===== config.mk =====
export PLATFORM = sky130hd
export DESIGN_NAME = led_driver_frame_sequencer
export DESIGN_NICKNAME = d
export VERILOG_FILES = /design/src/lfs_pkg.sv /design/src/lfs_ram.sv /design/src/lfs_store.sv /design/src/lfs_seq.sv /design/src/led_driver_frame_sequencer.sv
export SDC_FILE = /design/constraint.sdc
export NUM_CORES = 1
export LEC_CHECK = 0
export BUFFER_PORTS_ARGS = -buffer_cell sky130_fd_sc_hd__buf_2
export CAP_MARGIN = 20
export CORE_MARGIN = 2
export CORE_UTILIZATION = 60
export DETAILED_ROUTE_END_ITERATION = 8
export PLACE_DENSITY = 0.77
export SETUP_SLACK_MARGIN = 0.1
export SYNTH_ARGS = -nofsm -noshare
export SYNTH_HDL_FRONTEND = slang
export SYNTH_SLANG_ARGS = --single-unit

===== constraint.sdc =====
create_clock -name i_clk -period 4.2 [get_ports i_clk]
set_input_delay 0.21 -clock i_clk [delete_from_list [all_inputs] [get_ports i_clk]]
set_output_delay 0.21 -clock i_clk [all_outputs]
set_load 0.05 [all_outputs]

===== src/lfs_pkg.sv =====
// Shared types and constants for the LED driver frame sequencer.
// Used by every module of the block but lfs_ram; depends on nothing.
package lfs_pkg;

    // Chain size and derived store geometry
    localparam int DEVICES  = 1;
    localparam int CHANNELS = 16 * DEVICES;
    localparam int ADDR_W   = $clog2(CHANNELS);

    // Field widths
    localparam int ACTION_W = 3;
    localparam int CHAN_W   = 4;
    localparam int GRAY_W   = 12;
    localparam int DC_W     = 6;
    localparam int KIND_W   = 3;
    localparam int BYTE_W   = 8;

    // Packing accumulator: room for a leftover nibble plus one new level
    localparam int ACC_W  = 20;
    localparam int BITS_W = 5;

    // Dot-correction ceiling and its reset value
    localparam logic [DC_W-1:0] DC_MAX = {DC_W{1'b1}};

    // Request actions
    localparam logic [ACTION_W-1:0] ACT_WRITE_LEVEL = 3'd0;
    localparam logic [ACTION_W-1:0] ACT_CLEAR_LEVEL = 3'd1;
    localparam logic [ACTION_W-1:0] ACT_WRITE_DC    = 3'd2;
    localparam logic [ACTION_W-1:0] ACT_SEND_DC     = 3'd3;
    localparam logic [ACTION_W-1:0] ACT_FRAME_TICK  = 3'd4;

    // Bus event kinds
    localparam logic [KIND_W-1:0] EV_BLANK_ON    = 3'd0;
    localparam logic [KIND_W-1:0] EV_LATCH       = 3'd1;
    localparam logic [KIND_W-1:0] EV_EXTRA_CLOCK = 3'd2;
    localparam logic [KIND_W-1:0] EV_BLANK_OFF   = 3'd3;
    localparam logic [KIND_W-1:0] EV_SHIFT       = 3'd4;

    // Write request from the sequencer to the channel store
    typedef struct packed {
        logic              gray_we;
        logic              dc_we;
        logic              gray_clr;
        logic [ADDR_W-1:0] addr;
        logic [GRAY_W-1:0] value;
    } t_wr;

endpackage


===== src/lfs_ram.sv =====
// Generic single-write, single-read RAM with a registered read port.
// Stand-alone; used for both per-channel stores.
module lfs_ram #(
    parameter int WIDTH = 8,
    parameter int DEPTH = 16
) (
    input  logic                     i_clk,
    input  logic                     i_we,
    input  logic [$clog2(DEPTH)-1:0] i_waddr,
    input  logic [WIDTH-1:0]         i_wdata,
    input  logic [$clog2(DEPTH)-1:0] i_raddr,
    output logic [WIDTH-1:0]         o_rdata
);

    logic [WIDTH-1:0] r_mem [DEPTH];
    logic [WIDTH-1:0] r_rdata;

    // Write port
    always_ff @(posedge i_clk) begin
        if (i_we) begin
            r_mem[i_waddr] <= i_wdata;
        end
    end

    // Registered read port
    always_ff @(posedge i_clk) begin
        r_rdata <= r_mem[i_raddr];
    end

    assign o_rdata = r_rdata;

endmodule


===== src/lfs_store.sv =====
// Per-channel grayscale and dot-correction store: two RAMs with valid bits.
// Depends on lfs_pkg and lfs_ram.
module lfs_store (
    input  logic                          i_clk,
    input  logic                          i_rst_n,
    input  lfs_pkg::t_wr                  i_wr,
    input  logic [lfs_pkg::ADDR_W-1:0]    i_rd_addr,
    output logic [lfs_pkg::GRAY_W-1:0]    o_gray_q,
    output logic [lfs_pkg::DC_W-1:0]      o_dc_q
);

    logic [lfs_pkg::CHANNELS-1:0] r_gray_vld;
    logic [lfs_pkg::CHANNELS-1:0] r_dc_vld;
    logic                         r_gray_rv;
    logic                         r_dc_rv;
    logic [lfs_pkg::DC_W-1:0]     dc_wdata;
    logic [lfs_pkg::GRAY_W-1:0]   gray_ram_q;
    logic [lfs_pkg::DC_W-1:0]     dc_ram_q;

    // Saturate dot correction to its field range
    assign dc_wdata = (|i_wr.value[lfs_pkg::GRAY_W-1:lfs_pkg::DC_W])
                      ? lfs_pkg::DC_MAX : i_wr.value[lfs_pkg::DC_W-1:0];

    lfs_ram #(
        .WIDTH (lfs_pkg::GRAY_W),
        .DEPTH (lfs_pkg::CHANNELS)
    ) u_gray_ram (
        .i_clk   (i_clk),
        .i_we    (i_wr.gray_we),
        .i_waddr (i_wr.addr),
        .i_wdata (i_wr.value),
        .i_raddr (i_rd_addr),
        .o_rdata (gray_ram_q)
    );

    lfs_ram #(
        .WIDTH (lfs_pkg::DC_W),
        .DEPTH (lfs_pkg::CHANNELS)
    ) u_dc_ram (
        .i_clk   (i_clk),
        .i_we    (i_wr.dc_we),
        .i_waddr (i_wr.addr),
        .i_wdata (dc_wdata),
        .i_raddr (i_rd_addr),
        .o_rdata (dc_ram_q)
    );

    // Track written entries; clear drops all grayscale entries at once
    always_ff @(posedge i_clk) begin
        if (!i_rst_n) begin
            r_gray_vld <= '0;
            r_dc_vld   <= '0;
        end else begin
            if (i_wr.gray_clr) begin
                r_gray_vld <= '0;
            end else if (i_wr.gray_we) begin
                r_gray_vld[i_wr.addr] <= 1'b1;
            end
            if (i_wr.dc_we) begin
                r_dc_vld[i_wr.addr] <= 1'b1;
            end
        end
    end

    // Read valid bits alongside the RAM read
    always_ff @(posedge i_clk) begin
        r_gray_rv <= r_gray_vld[i_rd_addr];
        r_dc_rv   <= r_dc_vld[i_rd_addr];
    end

    // Unwritten entries read as their reset values
    assign o_gray_q = r_gray_rv ? gray_ram_q : '0;
    assign o_dc_q   = r_dc_rv ? dc_ram_q : lfs_pkg::DC_MAX;

endmodule


===== src/lfs_seq.sv =====
// Request sequencer: decodes actions, orders bus events, packs store values
// into bytes and holds the output register. Depends on lfs_pkg.
module lfs_seq (
    input  logic                          i_clk,
    input  logic                          i_rst_n,
    input  logic                          i_in_valid,
    output logic                          o_in_stall,
    input  logic [lfs_pkg::ACTION_W-1:0]  i_action,
    input  logic [lfs_pkg::CHAN_W-1:0]    i_channel,
    input  logic [lfs_pkg::GRAY_W-1:0]    i_value,
    output lfs_pkg::t_wr                  o_wr,
    output logic [lfs_pkg::ADDR_W-1:0]    o_rd_addr,
    input  logic [lfs_pkg::GRAY_W-1:0]    i_gray_q,
    input  logic [lfs_pkg::DC_W-1:0]      i_dc_q,
    input  logic                          i_out_stall,
    output logic                          o_out_valid,
    output logic [lfs_pkg::KIND_W-1:0]    o_event_kind,
    output logic [lfs_pkg::BYTE_W-1:0]    o_shift_byte,
    output logic                          o_mode_line,
    output logic                          o_source_line,
    output logic                          o_last
);

    typedef enum logic [7:0] {
        S_IDLE      = 8'b0000_0001,
        S_BLANK_ON  = 8'b0000_0010,
        S_LATCH_F   = 8'b0000_0100,
        S_EXTRA     = 8'b0000_1000,
        S_BLANK_OFF = 8'b0001_0000,
        S_PK_ACC    = 8'b0010_0000,
        S_PK_EMIT   = 8'b0100_0000,
        S_LATCH_D   = 8'b1000_0000
    } t_state;

    t_state                       r_state, n_state;
    logic [lfs_pkg::ADDR_W-1:0]   r_rd_ch, n_rd_ch;
    logic [lfs_pkg::ACC_W-1:0]    r_acc, n_acc;
    logic [lfs_pkg::BITS_W-1:0]   r_bits, n_bits;
    logic                         r_final, n_final;
    logic                         r_gray, n_gray;
    logic                         r_extra, n_extra;
    logic                         r_latch_pending, n_latch_pending;
    logic                         r_dc_mode, n_dc_mode;
    logic                         r_dc_source, n_dc_source;

    logic                         r_out_valid;
    logic [lfs_pkg::KIND_W-1:0]   r_kind;
    logic [lfs_pkg::BYTE_W-1:0]   r_byte;
    logic                         r_mode;
    logic                         r_src;
    logic                         r_last;

    logic                         in_acc;
    logic                         out_free;
    logic                         emit;
    logic [lfs_pkg::KIND_W-1:0]   ev_kind;
    logic [lfs_pkg::BYTE_W-1:0]   ev_byte;
    logic                         ev_last;
    logic [lfs_pkg::ACC_W-1:0]    acc_in;
    logic [lfs_pkg::BITS_W-1:0]   bits_in;
    logic [lfs_pkg::BITS_W-1:0]   bits_out;
    logic [lfs_pkg::BYTE_W-1:0]   byte_out;
    lfs_pkg::t_wr                 wr;

    assign o_in_stall = (r_state != S_IDLE);
    assign in_acc     = i_in_valid && !o_in_stall;
    assign out_free   = !r_out_valid || !i_out_stall;

    // Read one channel ahead; wraps from channel 0 to the top channel
    assign o_rd_addr = r_rd_ch - lfs_pkg::ADDR_W'(1);

    // Packing datapath
    assign acc_in   = r_gray ? {r_acc[lfs_pkg::ACC_W-lfs_pkg::GRAY_W-1:0], i_gray_q}
                             : {r_acc[lfs_pkg::ACC_W-lfs_pkg::DC_W-1:0], i_dc_q};
    assign bits_in  = r_bits + (r_gray ? lfs_pkg::BITS_W'(lfs_pkg::GRAY_W)
                                       : lfs_pkg::BITS_W'(lfs_pkg::DC_W));
    assign bits_out = r_bits - lfs_pkg::BITS_W'(lfs_pkg::BYTE_W);
    assign byte_out = lfs_pkg::BYTE_W'(r_acc >> bits_out);

    // Decode requests and step through the event list
    always_comb begin
        n_state         = r_state;
        n_rd_ch         = r_rd_ch;
        n_acc           = r_acc;
        n_bits          = r_bits;
        n_final         = r_final;
        n_gray          = r_gray;
        n_extra         = r_extra;
        n_latch_pending = r_latch_pending;
        n_dc_mode       = r_dc_mode;
        n_dc_source     = r_dc_source;
        emit            = 1'b0;
        ev_kind         = lfs_pkg::EV_BLANK_ON;
        ev_byte         = '0;
        ev_last         = 1'b0;
        wr              = '0;
        wr.addr         = lfs_pkg::ADDR_W'(i_channel);
        wr.value        = i_value;

        unique case (r_state)
            S_IDLE: begin
                if (in_acc) begin
                    unique case (i_action)
                        lfs_pkg::ACT_WRITE_LEVEL: wr.gray_we  = 1'b1;
                        lfs_pkg::ACT_CLEAR_LEVEL: wr.gray_clr = 1'b1;
                        lfs_pkg::ACT_WRITE_DC:    wr.dc_we    = 1'b1;
                        lfs_pkg::ACT_SEND_DC: begin
                            n_dc_mode   = 1'b1;
                            n_dc_source = 1'b1;
                            n_gray      = 1'b0;
                            n_bits      = '0;
                            n_rd_ch     = o_rd_addr;
                            n_state     = S_PK_ACC;
                        end
                        lfs_pkg::ACT_FRAME_TICK: n_state = S_BLANK_ON;
                        default: ;
                    endcase
                end
            end
            S_BLANK_ON: begin
                if (out_free) begin
                    emit      = 1'b1;
                    ev_kind   = lfs_pkg::EV_BLANK_ON;
                    n_extra   = r_dc_mode;
                    n_dc_mode = 1'b0;
                    if (r_latch_pending) begin
                        n_state = S_LATCH_F;
                    end else if (r_dc_mode) begin
                        n_state = S_EXTRA;
                    end else begin
                        n_state = S_BLANK_OFF;
                    end
                end
            end
            S_LATCH_F: begin
                if (out_free) begin
                    emit            = 1'b1;
                    ev_kind         = lfs_pkg::EV_LATCH;
                    n_latch_pending = 1'b0;
                    n_state         = r_extra ? S_EXTRA : S_BLANK_OFF;
                end
            end
            S_EXTRA: begin
                if (out_free) begin
                    emit    = 1'b1;
                    ev_kind = lfs_pkg::EV_EXTRA_CLOCK;
                    n_state = S_BLANK_OFF;
                end
            end
            S_BLANK_OFF: begin
                if (out_free) begin
                    emit    = 1'b1;
                    ev_kind = lfs_pkg::EV_BLANK_OFF;
                    n_gray  = 1'b1;
                    n_bits  = '0;
                    n_rd_ch = o_rd_addr;
                    n_state = S_PK_ACC;
                end
            end
            S_PK_ACC: begin
                // Merge the channel read last cycle into the accumulator
                n_acc   = acc_in;
                n_bits  = bits_in;
                n_final = (r_rd_ch == '0);
                if (bits_in >= lfs_pkg::BITS_W'(lfs_pkg::BYTE_W)) begin
                    n_state = S_PK_EMIT;
                end else begin
                    n_rd_ch = o_rd_addr;
                end
            end
            S_PK_EMIT: begin
                if (out_free) begin
                    emit    = 1'b1;
                    ev_kind = lfs_pkg::EV_SHIFT;
                    ev_byte = byte_out;
                    n_bits  = bits_out;
                    if (bits_out < lfs_pkg::BITS_W'(lfs_pkg::BYTE_W)) begin
                        if (!r_final) begin
                            n_rd_ch = o_rd_addr;
                            n_state = S_PK_ACC;
                        end else if (r_gray) begin
                            ev_last         = 1'b1;
                            n_latch_pending = 1'b1;
                            n_state         = S_IDLE;
                        end else begin
                            n_state = S_LATCH_D;
                        end
                    end
                end
            end
            S_LATCH_D: begin
                if (out_free) begin
                    emit    = 1'b1;
                    ev_kind = lfs_pkg::EV_LATCH;
                    ev_last = 1'b1;
                    n_state = S_IDLE;
                end
            end
            default: n_state = S_IDLE;
        endcase
    end

    assign o_wr = wr;

    // Control registers
    always_ff @(posedge i_clk) begin
        if (!i_rst_n) begin
            r_state         <= S_IDLE;
            r_rd_ch         <= '0;
            r_bits          <= '0;
            r_final         <= 1'b0;
            r_gray          <= 1'b0;
            r_extra         <= 1'b0;
            r_latch_pending <= 1'b0;
            r_dc_mode       <= 1'b1;
            r_dc_source     <= 1'b0;
        end else begin
            r_state         <= n_state;
            r_rd_ch         <= n_rd_ch;
            r_bits          <= n_bits;
            r_final         <= n_final;
            r_gray          <= n_gray;
            r_extra         <= n_extra;
            r_latch_pending <= n_latch_pending;
            r_dc_mode       <= n_dc_mode;
            r_dc_source     <= n_dc_source;
        end
    end

    // Accumulator payload
    always_ff @(posedge i_clk) begin
        r_acc <= n_acc;
    end

    // Output register: load on emit, drop once taken
    always_ff @(posedge i_clk) begin
        if (!i_rst_n) begin
            r_out_valid <= 1'b0;
        end else if (emit) begin
            r_out_valid <= 1'b1;
        end else if (!i_out_stall) begin
            r_out_valid <= 1'b0;
        end
    end

    always_ff @(posedge i_clk) begin
        if (emit) begin
            r_kind <= ev_kind;
            r_byte <= ev_byte;
            r_mode <= r_dc_mode;
            r_src  <= r_dc_source;
            r_last <= ev_last;
        end
    end

    assign o_out_valid   = r_out_valid;
    assign o_event_kind  = r_kind;
    assign o_shift_byte  = r_byte;
    assign o_mode_line   = r_mode;
    assign o_source_line = r_src;
    assign o_last        = r_last;

endmodule


===== src/led_driver_frame_sequencer.sv =====
// Top level of the LED driver frame sequencer: channel store plus sequencer.
// Depends on lfs_pkg, lfs_store and lfs_seq.
//
// Usage: the host sends requests (action, channel, value) on a valid/stall
// input channel. Level and dot-correction writes and level clears update the
// per-channel store and produce no events. The input stays open, so the next
// request can be taken on the following cycle. A send dot-correction request
// emits the packed 6-bit values (12 shift bytes per device) and a latch. A
// frame tick emits blank on, an optional latch, an optional extra clock,
// blank off and 24 packed level bytes per device. Events leave on the
// valid/stall output channel, at most one per cycle, and the final one of
// each request is flagged with o_last.
// Timing: the store is read one channel at a time, highest first, and each
// channel is merged into the accumulator in S_PK_ACC before its complete
// bytes go out from S_PK_EMIT, one per cycle while the output is not
// stalled. A frame tick's blank on event is emitted from S_BLANK_ON, the
// state entered when the tick is taken. A dot-correction send emits its
// first byte from S_PK_EMIT once the top two channels have been merged. A
// new request is taken once the last event of the previous one has been
// loaded. Reset clears levels to zero, dot corrections to 63 and the pending
// latch, and sets DC mode, so the next event shows the mode line high. A
// stall on the output holds the current event and freezes the sequence; the
// input stalls until the request completes.
module led_driver_frame_sequencer (
    input  logic                          i_clk,
    input  logic                          i_rst_n,
    input  logic                          i_in_valid,
    output logic                          o_in_stall,
    input  logic [lfs_pkg::ACTION_W-1:0]  i_action,
    input  logic [lfs_pkg::CHAN_W-1:0]    i_channel,
    input  logic [lfs_pkg::GRAY_W-1:0]    i_value,
    output logic                          o_out_valid,
    input  logic                          i_out_stall,
    output logic [lfs_pkg::KIND_W-1:0]    o_event_kind,
    output logic [lfs_pkg::BYTE_W-1:0]    o_shift_byte,
    output logic                          o_mode_line,
    output logic                          o_source_line,
    output logic                          o_last
);

    lfs_pkg::t_wr                 wr;
    logic [lfs_pkg::ADDR_W-1:0]   rd_addr;
    logic [lfs_pkg::GRAY_W-1:0]   gray_q;
    logic [lfs_pkg::DC_W-1:0]     dc_q;

    lfs_store u_store (
        .i_clk     (i_clk),
        .i_rst_n   (i_rst_n),
        .i_wr      (wr),
        .i_rd_addr (rd_addr),
        .o_gray_q  (gray_q),
        .o_dc_q    (dc_q)
    );

    lfs_seq u_seq (
        .i_clk         (i_clk),
        .i_rst_n       (i_rst_n),
        .i_in_valid    (i_in_valid),
        .o_in_stall    (o_in_stall),
        .i_action      (i_action),
        .i_channel     (i_channel),
        .i_value       (i_value),
        .o_wr          (wr),
        .o_rd_addr     (rd_addr),
        .i_gray_q      (gray_q),
        .i_dc_q        (dc_q),
        .i_out_stall   (i_out_stall),
        .o_out_valid   (o_out_valid),
        .o_event_kind  (o_event_kind),
        .o_shift_byte  (o_shift_byte),
        .o_mode_line   (o_mode_line),
        .o_source_line (o_source_line),
        .o_last        (o_last)
    );

    // Only shift events carry a data byte
    a_byte_zero: assert property (@(posedge i_clk) disable iff (!i_rst_n)
        o_out_valid && (o_event_kind != lfs_pkg::EV_SHIFT) |-> o_shift_byte == '0)
        else $error("non-shift event carries a data byte");

    // A request still in progress keeps the input stalled
    a_busy_stall: assert property (@(posedge i_clk) disable iff (!i_rst_n)
        o_out_valid && !o_last |-> o_in_stall)
        else $error("input open while a request is still emitting");

    // The extra clock follows leaving dot-correction mode, so the mode line is low
    a_extra_mode: assert property (@(posedge i_clk) disable iff (!i_rst_n)
        o_out_valid && (o_event_kind == lfs_pkg::EV_EXTRA_CLOCK) |-> !o_mode_line)
        else $error("extra clock shown with mode line high");

    // Store writes happen only when a request is taken
    a_write_on_accept: assert property (@(posedge i_clk) disable iff (!i_rst_n)
        wr.gray_we || wr.dc_we || wr.gray_clr |-> i_in_valid && !o_in_stall)
        else $error("store write without an accepted request");

endmodule


Word-level counts from Yosys, hierarchy flattened
Memories as Yosys holds them, arrays and structs flattened. A register that Yosys moved wholly into a read port is not among the register bits. Cells that the tools add are included. W data, S select, Z words.

Register bits: 92. RAM bits: 288. Bits of input ports: 23. Output and inout port bits: 16. Word-level logic and storage cells: 164. Memories kept: 2.

Add/sub/neg operators: 3. Order comparisons: 5. Equal/unequal tests: 29. Shift-type cells: 1. Muxes and demuxes: 76. Bitwise operators: 3. Reduce and logical (&&, ||, !) cells: 25.

Memories: u_store.u_gray_ram.r_mem (words 16, bits a word 12, rd ports 1, clocked after memory_dff 1, wr ports 1, line lfs_ram.sv:15) `logic [WIDTH-1:0] r_mem [DEPTH];`; u_store.u_dc_ram.r_mem (words 16, bits a word 6, rd ports 1, clocked after memory_dff 1, wr ports 1, line lfs_ram.sv:15).

Operator list (count): $mux W8 (12); $pmux W8 S8 (1); $mux W4 (8); $or A16 B16 Y16 (2); $mux W5 (6); $mux W1 (29); $ne A2 B1 Y1 const B (12); $mux W20 (1); $pmux W5 S4 (1); $shr A20 B5 Y8 (1); $pmux W4 S4 (1); $pmux W8 S2 (1); $mux W12 (1); $mux W6 (2); $pmux W3 S4 (1); $reduce_or A6 Y1 (2); $lt A4 B5 Y1 const B (2); $reduce_and A10 Y1 (1); $mux W3 (3); $bmux W1 S4 (2); $eq A8 B1 Y1 const B (1); $eq A8 B2 Y1 const B (1); $eq A8 B3 Y1 const B (1); $eq A8 B4 Y1 const B (1); 34 further kinds (49).

Depth between registers and ports, before layout
Gate-level depths: netlist (run 1).

Word-level depth: 7. Gate-level depth with buffers: 11. Depth with buffers taken out: 9.

Cells and area by module
A second synthesis (run 1) with hierarchy kept.

Cell total of the unflattened synthesis: 986. Area total of the unflattened synthesis: 16468.3 sq um.

Modules (own cells, without submodules): lfs_ram at u_store.u_gray_ram (times used 1, cells an instance 329, area each 7599.8 sq um, seq. area each 6005.8 sq um); lfs_ram at u_store.u_dc_ram (times used 1, cells an instance 178, area each 3895.0 sq um, seq. area each 3002.9 sq um); lfs_seq (times used 1, cells an instance 311, area each 3408.3 sq um, seq. area each 1481.4 sq um); lfs_store (times used 1, cells an instance 168, area each 1565.3 sq um, seq. area each 680.7 sq um).

Worst setup path before layout (run 1)
Ideal clock, no wire load.

Path kind: reg2reg. Start point: register u_seq.r_rd_ch[0] in the netlist's numbering. End point: register u_store.u_dc_ram.r_rdata[5], in the netlist u_store.u_dc_ram.o_rdata[5] (read register of u_store.u_dc_ram.r_mem). Arrival time: 2.871 ns. Data required time: 4.066 ns. Setup slack: 1.195 ns. Cell stages (with the launch flop): 10. Buffers on the path: 5. Cell sequence: dfxtp_1 -> buf_2 -> buf_1 -> inv_1 -> ha_1 -> buf_2 -> buf_2 -> buf_1 -> mux4_2 -> mux4_2.

Cells in the longest elaborated chain, start to end: 1.

RTL lines: from (decl) (line lfs_seq.sv:36) `logic [lfs_pkg::ADDR_W-1:0] r_rd_ch, n_rd_ch;`; from (signal assigned) (line lfs_seq.sv:219) `r_rd_ch <= n_rd_ch;`; $sub A4 B1 Y4 (line lfs_seq.sv:70) `assign o_rd_addr = r_rd_ch - lfs_pkg::ADDR_W'(1);`; named net rd_addr (one bit) (line led_driver_frame_sequencer.sv:42) `logic [lfs_pkg::ADDR_W-1:0] rd_addr;`; to (decl) (line lfs_ram.sv:16) `logic [WIDTH-1:0] r_rdata;`.

The timed path passes the listed nets, and every way through them passes these cells. A chain may end at the register's enable or synchronous reset.

Final worst setup path (run 1)
Start point: register u_seq.r_rd_ch[0] in the netlist's numbering. End point: register u_store.u_gray_ram.r_rdata[10], in the netlist u_store.u_gray_ram.o_rdata[10] (read register of u_store.u_gray_ram.r_mem).

Cells in the longest elaborated chain, start to end: 1.

RTL lines (line): $sub A4 B1 Y4 (lfs_seq.sv:70); named net rd_addr (one bit) (led_driver_frame_sequencer.sv:42); to (decl) (lfs_ram.sv:16).

The timed path passes the listed nets, and every way through them passes these cells.

==> results by stage, run 1 <==
Floorplanning:
- The height of the die is approximately 170 um.
- The I/O pin count is 39.
- The die width is 166.7 um.
- The starting density of the core is 60.96%.
- The die covers 27790 um2.
- The region available for standard cell placement spans 26060 um2.
- The initialized floorplan defines 59 standard-cell rows.

CTS:
- The tree built by TritonCTS fans out to between 300 and 400 sinks.
- The total of hold buffers inserted after clock tree synthesis is 0.
- The number of buffers on the longest clock path is 3.
- In this run, CTS created clock tree buffers numbering 40.
- The latest clock arrival within the worst-skew pair is between 0.5 and 0.6 ns.
- Post-CTS repair changed the size of 0 cells.
- The setup fix buffers added after clock tree synthesis is 0.
- The clock edge transition at the registers on the reported setup and hold paths is around 0.060 ns.
- The cell chosen for the clock root is clkbuf_16.
- The count of H-tree levels built during CTS is 2.
- The CTS tree is built.

Placement:
- At the end of routability-driven placement, the weighted congestion stood at 0.8496.
- The count of buffers added on input and output ports is 38.
- Summed over all nets, the half-perimeter wirelength after detailed placement is roughly 20000 um.

Pwr:
- The analysis attributes to cell leakage a power of 5.823 nW.
- For this design the ratio of total power to cell area is 604.1 nW/um2.
- The maximum vdd ir drop is 0.4045 mV.
- The completed layout was analyzed and its total power is between 0.01 and 0.015 W.

Setup path:
- The worst register-to-register path begins at u_seq.r_rd_ch[0].
- By startpoint and endpoint, the worst setup path is classified as register to register.
- For flop-to-flop paths, the worst setup slack is 1.18 ns.
- In this run the worst path has a maximum fanout of 43.
- The critical path data arrival time is between 3 and 4 ns.
- The worst register-to-register path ends at u_store.u_gray_ram.o_rdata[10].
- The element type at the critical path end is a register.
- The worst register-to-register path has a depth of 5.
- At the worst endpoint, the required time is 4.59 ns.
- The kind of start point of the critical path is a register.

Global routing:
- The maximum number of pins on one net before global-route repair is approximately 50.
- The initial antenna violation count was 4.
- The global-route total usage across every layer is 24.79%.
- The number of global-route vias before repair came to ~8400.
- The global route total overflow is 0.
- The first global-routing pass estimated approximately 50000 um of wire.

STA:
- Across the routed clock network, the largest skew measured is approximately 0.017 ns.
- The final-report hold violation count is 0.
- Setup repair after global routing left no endpoint under its margin.
- The maximum clock frequency is 330.6 MHz.
- The total count of max-transition violations in the final report is 0.
- Measured against its own limit, the worst slew margin works out to 37.03%.
- The final critical-path required period is 3.025 ns.
- The final sum of negative setup slack is 0 ns.
- The setup-violating endpoint count in the final report is 0.
- The final clock period utilization by the worst path is 72.02%.
- For the pin with the worst max-slew slack, the measured transition is around 0.94 ns.
- The minimum hold slack is 0.06133 ns.

Synth:
- Counting flops with a built-in enable in the synthesized netlist gives about 320.
- The average cell area after synthesis is 18.01 um2.
- The cell area after synthesis is 15890 um2.
- Of all flip-flops after synthesis, the portion carrying an async set or reset was 0%.
- In the synthesized netlist the dominant register cell turns out to be edfxtp_1.
- The number of flip-flops and latches in the synthesized netlist is around 400.
- The netlist uses 53 different library cells.
- The net count after synthesis is 910.
- The register area share after synthesis is a little over two thirds.
- The Yosys step of the flow raised 0 warnings.
- The post-synthesis instance total is 882.

Route:
- The first detailed-routing pass took 5 iterations.
- The number of nets still failing antenna checks after routing is 0.
- The via count is 8455.
- The detail-routed net length per standard cell is 25.75 um.
- The remaining design rule violation count is 0.
- The post-detailed-routing wire length is 33810 um.
- In this run, the number of DRC markers left after iteration 0 of detailed routing was 1142.
- The average vias per placed instance is 6.439.

Finish:
- The final layout contains 973 nets.
- The ratio of cells with drive above 1 in the final layout is 26.64%.
- The layout-stage area growth over the synthesis result is 12.29%.

Hold path:
- The worst hold path was traced through 2 stages.
- The start point of the worst min-delay path is i_rst_n.
- The path with the worst hold slack has its endpoint at u_seq.r_state[0].
- The class of the worst hold path is primary input to register.

Flow run:
- Max-cap violations in this run came to 0.

Run status:
- The flow ran to the end, and the final reports show no timing, DRC or antenna violations.
==> cell families (layout without fill, tap and decap cells) <==
logic type,Yosys count,after routing,share of synthesized area [%]
other,0,2,0
buffers and inverters,58,152,1.646
AOI/OAI and AO/OA,94,94,4.096
adders and majority gates,5,5,0.3938
DFF,397,397,70.32
muxes,141,141,17.23
xor gates and xnor gates,7,7,0.3860
and+or+nand+nor,180,180,5.931
==> synthesized netlist by cell type, types with 3 or more instances <==
library cell | n | area, um2
nand3_1 | 6 | 30.03
xnor2_1 | 3 | 26.28
clkbuf_1 | 17 | 63.81
nor3_1 | 7 | 35.03
mux2i_1 | 27 | 270.3
buf_1 | 10 | 37.54
nor2b_1 | 11 | 68.82
and2_1 | 6 | 37.54
mux4_2 | 105 | 2365
inv_1 | 8 | 30.03
edfxtp_1 | 322 | 9669
a22o_1 | 6 | 52.55
and4_1 | 3 | 26.28
xor2_1 | 4 | 35.03
or2_2 | 7 | 43.79
nand2_1 | 21 | 78.83
o22ai_1 | 6 | 37.54
or3_1 | 5 | 31.28
buf_2 | 16 | 80.08
a21oi_1 | 12 | 60.06
nor3b_1 | 9 | 67.56
a211oi_1 | 10 | 75.07
nand2b_1 | 6 | 37.54
o21a_1 | 35 | 262.8
ha_1 | 5 | 62.56
mux2_2 | 9 | 101.4
nand4_1 | 11 | 68.82
nor2_1 | 74 | 277.8
nand3b_1 | 3 | 22.52
dfxtp_1 | 75 | 1501
o21ai_0 | 15 | 75.07
==> per-layer routing <==
layer,track usage (%),part of all wire (%)
met5,0,0.062
met4,7.909,2.2
met3,4.990,8.1
met2,39.63,49
met1,35.07,40
==> cell usage in the layout, fill, tap and decap left out, types with 3 or more instances in the layout <==
cell	synthesis	routed
xor2_1	4	3
nand3_1	6	6
nand2b_1	6	6
buf_4	2	29
clkinv_2	0	7
nand2_1	21	21
a21oi_1	12	12
a211oi_1	10	10
clkbuf_16	0	41
o22ai_1	6	6
nand3b_1	3	3
mux2i_1	27	27
nor2_1	74	74
and4_1	3	3
buf_2	16	38
clkbuf_8	0	9
or2_2	7	7
nor3_1	7	7
nand4_1	11	11
clkbuf_1	17	8
edfxtp_1	322	322
a22o_1	6	6
o21ai_0	15	15
mux2_2	9	9
mux4_2	105	105
nor3b_1	9	9
ha_1	5	4
inv_1	8	8
o21a_1	35	35
or3_1	5	5
nor2b_1	11	11
clkinv_1	2	7
dfxtp_1	75	74
and2_1	6	6
==> registers in the layout (all words and copies together) (netlist names), 3 cells and up <==
signal	flops
u_store.u_gray_ram.r_mem	192
u_seq.r_rd_ch	4
u_seq.r_state	8
u_seq.r_bits	4
u_store.r_dc_vld	16
u_seq.o_shift_byte	8
u_seq.r_acc	20
u_seq.o_event_kind	3
u_store.r_gray_vld	16
u_store.u_dc_ram.r_mem	96
u_store.u_gray_ram.o_rdata	12
u_store.u_dc_ram.o_rdata	6
==> stage by stage <==
| step | instances | utilization, % | area, um2 | setup slack (ns) |
|---|---|---|---|---|
| 6_report | 1313 | 68.45 | 17840 | 1.175 |
| 2_1_floorplan | 882 | - | 15890 | 1.195 |
| 3_3_place_gp | 1237 | 63.47 | 16540 | 1.203 |
| 3_5_place_dp | 1237 | 63.47 | 16540 | 1.150 |
| 5_1_grt | 1313 | 68.45 | 17840 | 0.9696 |
| 4_1_cts | 1310 | 68.39 | 17820 | 1.130 |
==> power breakdown <==
part,switching (W),internal [W]
clock,0.00143,0.00201
sequential,0.000182,0.00444
combinational,0.00138,0.00134
==> layout make-up <==
| cell class | instances | area, um2 |
|---|---|---|
| Clock inverter | 15 | 101.3 |
| Sequential cell | 397 | 11170 |
| Timing Repair Buffer | 69 | 439.2 |
| Antenna cell | 2 | 5.005 |
| Fill cell | 1644 | 8222 |
| Clock buffer | 58 | 1180 |
| Inverter | 10 | 37.54 |
| Multi-Input combinational cell | 427 | 4481 |
| Tap cell | 335 | 419.2 |
==> how the worst max path moves through the flow <==
stage	slack (ns)	startpoint	cells past startpoint	to
global route	0.97	u_seq.r_rd_ch[0]	5	u_store.u_gray_ram.o_rdata[10]
floorplan	1.19	u_seq.r_rd_ch[0]	9	u_store.u_dc_ram.o_rdata[5]
detailed placement	1.15	u_seq.r_rd_ch[0]	5	u_store.u_gray_ram.o_rdata[8]
finish	1.18	u_seq.r_rd_ch[0]	5	u_store.u_gray_ram.o_rdata[10]
global placement	1.20	u_seq.r_rd_ch[0]	5	u_store.u_gray_ram.o_rdata[0]
CTS	1.13	u_seq.r_rd_ch[0]	5	u_store.u_gray_ram.o_rdata[10]
==> worst max-delay path, stage by stage (launching register included) <==
cell	delay, ns
dfxtp_4	0.76
inv_1	0.21
ha_4	0.69
buf_12	0.33
mux4_2	0.35
mux4_2	0.49
Power figures use the tool's default switching activity.
==> run 2, diff against run 1 <==
--- a/config.mk
+++ b/config.mk
@@ -8,9 +8,9 @@
 export BUFFER_PORTS_ARGS = -buffer_cell sky130_fd_sc_hd__buf_2
 export CAP_MARGIN = 20
 export CORE_MARGIN = 2
-export CORE_UTILIZATION = 60
+export CORE_UTILIZATION = 56
 export DETAILED_ROUTE_END_ITERATION = 8
-export PLACE_DENSITY = 0.77
+export PLACE_DENSITY = 0.75
 export SETUP_SLACK_MARGIN = 0.1
 export SYNTH_ARGS = -nofsm -noshare
 export SYNTH_HDL_FRONTEND = slang
==> constraint.sdc (replaced) <==
create_clock -name i_clk -period 2.5 [get_ports i_clk]
set_input_delay 0.125 -clock i_clk [delete_from_list [all_inputs] [get_ports i_clk]]
set_output_delay 0.125 -clock i_clk [all_outputs]
set_load 0.05 [all_outputs]
==> run 2 against run 1 <==
Core utilization fell by 3.3 points. Clock power rose by 55%. Sequential share of layout area fell by 1.1 points. Non-clock buffer count rose by 30. Largest cell class unchanged. Maximum frequency rose by 32%. Flip-flop and latch count did not move. Final cell count rose by 5.2%. Register-to-register slack got worse by 0.96 ns. Via count fell by 0.35%.
==> results by stage, run 2 (synthesized netlist as in run 1, its figures left out) <==
CTS:
- The number of buffers created by CTS came to 39 (was 40).
- The number of buffers on the longest clock path is 3 (unchanged).
- The cell chosen for the clock root is clkbuf_16 (unchanged).
- The count of H-tree levels built during CTS came to 2 (unchanged).
- The clock edge transition at the registers on the reported setup and hold paths is 0.06 ns (about the same).
- The clock sink count is 397 (unchanged).
- The setup fix buffers added after clock tree synthesis is 0 (unchanged).
- The latest clock arrival within the worst-skew pair was 0.52 ns (was 0.53 ns).
- The CTS tree is built (unchanged).

Floorplanning:
- The floorplan row count is 61 (was 59).
- The starting density of the core came to 57.02% (was 60.96%).
- The I/O pin count is 39 (unchanged).
- The core area was 27860 um2 (was 26060 um2).
- The height of the die is 172.4 um (was 166.7 um).
- The area of the die is 29730 um2 (was 27790 um2).
- The die width came to 172.4 um (was 166.7 um).

Route:
- The via count is 8425 (was 8455).
- The first-pass detailed-route iteration total is 5 (unchanged).
- The remaining design rule violation count is 0 (unchanged).
- The post-detailed-routing wire length was 33220 um (was 33810 um).
- The detail-routed net length per standard cell is 24.06 um (was 25.75 um).
- The initial detailed-routing violation count is 958 (was 1142).
- The average vias per placed instance came to 6.101 (was 6.439).
- The number of nets still failing antenna checks after routing came to 0 (unchanged).

Finish:
- The number of fill cells in the layout is 1795 (was 1644).
- The commonest non-fill, non-tap cell in the layout is edfxtp_1 (unchanged).
- The area used by sequential logic in the layout came to 11170 um2 (unchanged).
- Biggest registers after layout: u_store.u_gray_ram.r_mem x192, u_store.u_dc_ram.r_mem x96, u_seq.r_acc x20 (unchanged).
- The combined area of the multi-input logic cells is 4492 um2 (was 4481 um2).
- The layout-stage area growth over the synthesis result came to 14.22% (was 12.29%).
- The number of antenna repair diodes came to 0 (was 2).
- The ratio of cells with drive above 1 in the final layout is 27.82% (was 26.64%).
- The final instance count without filler cells is 1381 (was 1313).
- The flip-flop count of the largest register after layout is 192 (unchanged).
- The number of nets at the end of the flow is 1002 (was 973).
- Leading cell types in the layout, fill and taps excluded: edfxtp_1 (322), mux4_2 (105), nor2_1 (74), dfxtp_1 (74), buf_4 (45) (was edfxtp_1 (322), mux4_2 (105), nor2_1 (74), dfxtp_1 (74), clkbuf_16 (41)).
- The register name with the most flops is u_store.u_gray_ram.r_mem (unchanged).

Pwr:
- The total power after layout is 0.01817 W (was 0.01078 W).
- The standby leakage power came to 5.949 nW (was 5.823 nW).
- The maximum vdd ir drop is 0.6288 mV (was 0.4045 mV).
- The power per cell area is 1002 nW/um2 (was 604.1 nW/um2).

Global routing:
- The number of global-route vias before repair is 8405 (was 8438).
- The global route total overflow came to 0 (unchanged).
- The initial antenna violation count is 1 (was 4).
- The maximum number of pins on one net before global-route repair is 56 (was 51).
- The wire length of the first global-routing pass was 50660 um (was 51330 um).
- The global-route total usage across every layer came to 23.31% (was 24.79%).

Setup path:
- The required time reported for the critical path endpoint is 2.71 ns (was 4.59 ns).
- The logic depth of the worst register-to-register path was 6 (was 5).
- The kind of start point of the critical path is a register (unchanged).
- The largest fanout on the critical path was 8 (was 43).
- The type of the setup path with the least slack is register to register (unchanged).
- The register-to-register path setup slack came to 0.21 ns (was 1.18 ns).
- The element type at the critical path end is a register (unchanged).
- The critical path data arrival time is 2.50 ns (was 3.42 ns).

Run status:
- Outcome: finished clean (unchanged).

Placement:
- The final estimated routing congestion in global placement is 0.8853 (was 0.8496).
- The number of placed instances with taps included is 1307 (was 1237).
- The number of I/O port buffers came to 38 (unchanged).
- The half-perimeter wire length after placement is 21130 um (was 20410 um).

STA:
- The total count of max-transition violations in the final report is 0 (unchanged).
- The final clock period utilization by the worst path is 91.53% (was 72.02%).
- The relative slew slack is 61.41% (was 37.03%).
- The minimum hold slack was 0.02608 ns (was 0.06133 ns).
- The final critical-path required period came to 2.288 ns (was 3.025 ns).
- The setup-violating endpoint count in the final report is 0 (unchanged).
- The final-report hold violation count is 0 (unchanged).
- The slew at the pin closest to its max-slew limit came to 0.5744 ns (was 0.9446 ns).
- The maximum clock frequency is 437.0 MHz (was 330.6 MHz).
- Unrepaired setup endpoints after global routing: false (unchanged).
- The clock tree skew after final layout is 0.01931 ns (was 0.01660 ns).
- The final sum of negative setup slack is 0 ns (unchanged).

Hold path:
- The class of the worst hold path is primary input to register (unchanged).
- The cell depth of the worst hold path is 1 (was 2).

Flow run:
- The number of max-cap violations is 0 (unchanged).
## run 2: cell types whose count changed in the layout (fill, tap and decap cells not counted), sizes merged
cell / before / now
clkbuf: 58 / 50
dlygate4sd3: 0 / 3
clkinv: 14 / 20
buf: 69 / 96
diode: 2 / 0
inv: 10 / 9
## run 2: cell type report
class                           instances  share of cell area, %
Tap cell                              378                  2.607
Sequential cell                       397                  61.59
Clock inverter                         20                 0.6689
Multi-Input combinational cell        427                  24.76
Inverter                               10                 0.2069
Clock buffer                           50                  5.662
Timing Repair Buffer                   99                  4.510
## run 2: metal layers
layer / global-route usage, % / part of all wire (%)
met3: 4.532 / 7.5
met2: 38.64 / 50
met5: 0 / 0
met1: 32.59 / 41
met4: 5.042 / 1.5
## run 2: per-stage QoR
step                      util (%)  cell area [um2]  setup slack [ns]
after detailed placement     60.83            16950            0.2761
after global placement       60.83            16950            0.2880
after global routing         65.13            18140            0.1024
after CTS                    65.06            18120            0.1641
final                        65.13            18140            0.2118
after floorplan                  -            15910            0.1091
## run 2: final timing paths
check / to / start
max reg2reg: u_store.u_dc_ram.r_mem[14][2] / u_seq.r_state[5]
min: u_store.u_gray_ram.r_mem[10][0] / i_value[0]
max: u_store.u_dc_ram.r_mem[14][2] / u_seq.r_state[5]
min reg2reg: u_seq.o_source_line / u_seq.r_dc_source
## run 2: worst max-delay path, stage by stage (launching register included)
cell,delay (ns)
dfxtp_1,0.43
nor4_4,0.35
nand3b_1,0.24
nor3b_1,0.41
nand2_1,0.21
nor2_1,0.14
buf_4,0.21
## run 2: report_power, final
group | total, W | switching (W) | internal, W
registers | 0.00765 | 0.000194 | 0.00746
clock network | 0.00534 | 0.00233 | 0.00301
logic | 0.00518 | 0.00271 | 0.00247
## run 2: what timing repair did
item	in CTS	in global routing
endpoints found under the setup margin	0	190
endpoints found under the hold margin	33	0
hold buffers	3	0
gates resized for setup	0	2
==> run 3, diff against run 2 <==
--- a/config.mk
+++ b/config.mk
@@ -10,6 +10,7 @@
 export CORE_MARGIN = 2
 export CORE_UTILIZATION = 56
 export DETAILED_ROUTE_END_ITERATION = 8
+export GPL_TIMING_DRIVEN = 0
 export PLACE_DENSITY = 0.75
 export SETUP_SLACK_MARGIN = 0.1
 export SYNTH_ARGS = -nofsm -noshare
==> run 3 against run 2 <==
Flip-flop and latch count did not move. Global-route usage rose by 1.5 points. Critical path depth did not move. Clock skew fell by 0.0033 ns. Non-clock buffer count rose by 39. Register-to-register slack got worse by 0.07 ns. Core utilization rose by 2.4 points. Critical path type unchanged.
==> results by stage, run 3 (synthesized netlist as in run 1, its figures left out) <==
CTS:
- The number of buffers on the longest clock path came to 3 (unchanged).
- The count of H-tree levels built during CTS came to 2 (unchanged).
- The clock sink count is 397 (unchanged).
- The clock edge transition at the registers on the reported setup and hold paths is 0.07 ns (was 0.06 ns).
- The CTS tree is built (unchanged).
- The number of buffers created by CTS came to 40 (was 39).
- The latest clock arrival within the worst-skew pair is 0.53 ns (was 0.52 ns).
- The cell chosen for the clock root is clkbuf_16 (unchanged).

STA:
- The clock tree skew after final layout was 0.01596 ns (was 0.01931 ns).
- The relative slew slack was 30.18% (was 61.41%).
- The total count of max-transition violations in the final report came to 0 (unchanged).
- Unrepaired setup endpoints after global routing: true (was false).
- The slew at the pin closest to its max-slew limit is 1.047 ns (was 0.5744 ns).
- The setup-violating endpoint count in the final report is 0 (unchanged).
- The slack of the critical path came to 0.1415 ns (was 0.2118 ns).
- The final-report hold violation count was 0 (unchanged).
- The maximum clock frequency came to 424.0 MHz (was 437.0 MHz).
- The final critical-path required period is 2.358 ns (was 2.288 ns).
- The final clock period utilization by the worst path is 94.34% (was 91.53%).

Flow run:
- The number of max-cap violations was 0 (unchanged).

Route:
- The number of nets still failing antenna checks after routing is 0 (unchanged).
- The detail-routed net length per standard cell is 25.47 um (was 24.06 um).
- The initial detailed-routing violation count is 1129 (was 958).
- The post-detailed-routing wire length is 36280 um (was 33220 um).
- The sum of met2 wire segment lengths after detailed routing was 18630 um (was 16510 um).
- The via count came to 8837 (was 8425).
- The average vias per placed instance is 6.206 (was 6.101).
- The wire length the detailed router placed on met1 is 14090 um (was 13720 um).
- The remaining design rule violation count came to 0 (unchanged).
- The wire length on met3 is 2687 um (was 2481 um).
- The first-pass detailed-route iteration total is 5 (unchanged).
- The uppermost signal routing layer after detailed routing is met4 (unchanged).

Global routing:
- The global-route total usage across every layer came to 24.85% (was 23.31%).
- The global route total overflow came to 0 (unchanged).
- The maximum number of pins on one net before global-route repair is 24 (was 56).
- The initial antenna violation count came to 0 (was 1).
- The number of global-route vias before repair is 8852 (was 8405).
- The wire length of the first global-routing pass is 53400 um (was 50660 um).

Pwr:
- The maximum vdd ir drop is 0.6551 mV (was 0.6288 mV).
- The total power after layout came to 0.01932 W (was 0.01817 W).
- The power per cell area is 1028 nW/um2 (was 1002 nW/um2).
- The standby leakage power is 6.163 nW (was 5.949 nW).

Finish:
- The number of fill cells in the layout is 1726 (was 1795).
- The register name with the most flops is u_store.u_gray_ram.r_mem (unchanged).
- The number of nets at the end of the flow is 1042 (was 1002).
- The number of antenna repair diodes is 0 (unchanged).
- Leading cell types in the layout, fill and taps excluded: edfxtp_1 (322), mux4_2 (105), dfxtp_1 (75) (was edfxtp_1 (322), mux4_2 (105), nor2_1 (74), dfxtp_1 (74), buf_4 (45)).
- Biggest registers after layout: u_store.u_gray_ram.r_mem x192, u_store.u_dc_ram.r_mem x96, u_seq.r_acc x20 (unchanged).
- The ratio of cells with drive above 1 in the final layout was 32.41% (was 27.82%).
- The commonest non-fill, non-tap cell in the layout is edfxtp_1 (unchanged).
- The flip-flop count of the largest register after layout is 192 (unchanged).
- The layout-stage area growth over the synthesis result is 18.38% (was 14.22%).

Placement:
- The final estimated routing congestion in global placement came to 0.8649 (was 0.8853).
- The half-perimeter wire length after placement is 22580 um (was 21130 um).
- The number of I/O port buffers is 38 (unchanged).
- The minimum setup slack after placement is -0.4926 ns (was 0.2761 ns).

Floorplanning:
- The area of the die came to 29730 um2 (unchanged).
- The core area is 27860 um2 (unchanged).
- The die width was 172.4 um (unchanged).
- The I/O pin count is 39 (unchanged).
- The height of the die is 172.4 um (unchanged).
- The starting density of the core was 57.02% (unchanged).
- The floorplan row count was 61 (unchanged).

Setup path:
- The required time reported for the critical path endpoint is 2.66 ns (was 2.71 ns).
- The type of the setup path with the least slack is register to register (unchanged).
- The largest incremental delay on the critical path came to 0.52 ns (was 0.43 ns).
- The critical path data arrival time was 2.52 ns (was 2.50 ns).
- The largest fanout on the critical path is 8 (unchanged).
- Crit-path cells: clkbuf_2, nor4_4, nand2_1, nor2_4, nand4_1, nor2_2 (was nor4_4, nand3b_1, nor3b_1, nand2_1, nor2_1, buf_4).
- The element type at the critical path end is a register (unchanged).
- The kind of start point of the critical path is a register (unchanged).
- The cell with the largest stage delay on the worst path is nor2_2 (was dfxtp_1).
- The logic depth of the worst register-to-register path is 6 (unchanged).

Hold path:
- The cell depth of the worst hold path was 1 (unchanged).
- The class of the worst hold path is primary input to register (unchanged).

Run status:
- Outcome: finished clean (unchanged).
## run 3: cell types whose count changed in the layout (fill, tap and decap cells not counted), sizes merged
cell | previous run | this run
clkdlybuf4s15 | 0 | 2
bufinv | 1 | 6
dlygate4sd3 | 3 | 12
clkinv | 20 | 13
clkinvlp | 0 | 1
clkbuf | 50 | 69
inv | 9 | 12
buf | 96 | 107
## run 3: final cells by class
class,instances,area (um2),area share (%)
Multi-Input combinational cell,427,4731,25.16
Clock buffer,52,1067,5.676
Inverter,10,42.54,0.2262
Sequential cell,397,11170,59.41
Timing Repair Buffer,91,706.9,3.759
Buffer,47,344.1,1.830
Tap cell,378,473.0,2.515
Clock inverter,22,269.0,1.431
## run 3: layer usage
| metal | global-route usage, % | vias up |
|---|---|---|
| met5 | 0 | - |
| met4 | 8.440 | 0 |
| met3 | 4.646 | 68 |
| met2 | 42.57 | 448 |
| met1 | 32.26 | 4516 |
| li1 | - | 3805 |
## run 3: worst max-delay path: cells and delay by family, from the launching register on
family,cells,cell delay (ns)
flip-flops,1,0.30
AND/OR/NAND/NOR,5,1.51
buffers and inverters,1,0.19
## run 3: per-stage QoR
stage	hold slack, ns	std cells	TNS, ns	utilization [%]	instance area [um2]
6_report	0.03760	1424	0	67.50	18800
2_1_floorplan	0.2239	882	0	-	15910
5_1_grt	0.02904	1424	0	67.50	18800
4_1_cts	0.01164	1412	-0.4552	66.76	18600
3_5_place_dp	0.4478	1307	-45.67	59.88	16680
3_3_place_gp	0.4415	1298	-121.21	59.49	16570
## run 3: repair_timing
action	in CTS	in global routing
pin swaps	8	5
endpoints found under the setup margin	344	259
gates resized for setup	73	29
gates cloned	0	1
hold endpoints to repair	177	0
hold buffers	12	0
setup buffers	20	11
## run 3: final timing paths
path	startpoint	to	slack [ns]
max	u_seq.r_state[5]	u_store.u_dc_ram.r_mem[11][4]	0.14
min	i_value[9]	u_store.u_gray_ram.r_mem[0][9]	0.04
min reg2reg	u_seq.r_dc_source	u_seq.o_source_line	0.46
max reg2reg	u_seq.r_state[5]	u_store.u_dc_ram.r_mem[11][4]	0.14
## run 3: where the power goes
part	leakage, nW	switching, W	internal [W]	total [W]
clock	0.652	0.00241	0.00365	0.00606
combinational	1.93	0.00302	0.00266	0.00568
sequential	3.58	0.000134	0.00745	0.00759
total	6.16	0.00556	0.0138	0.0193
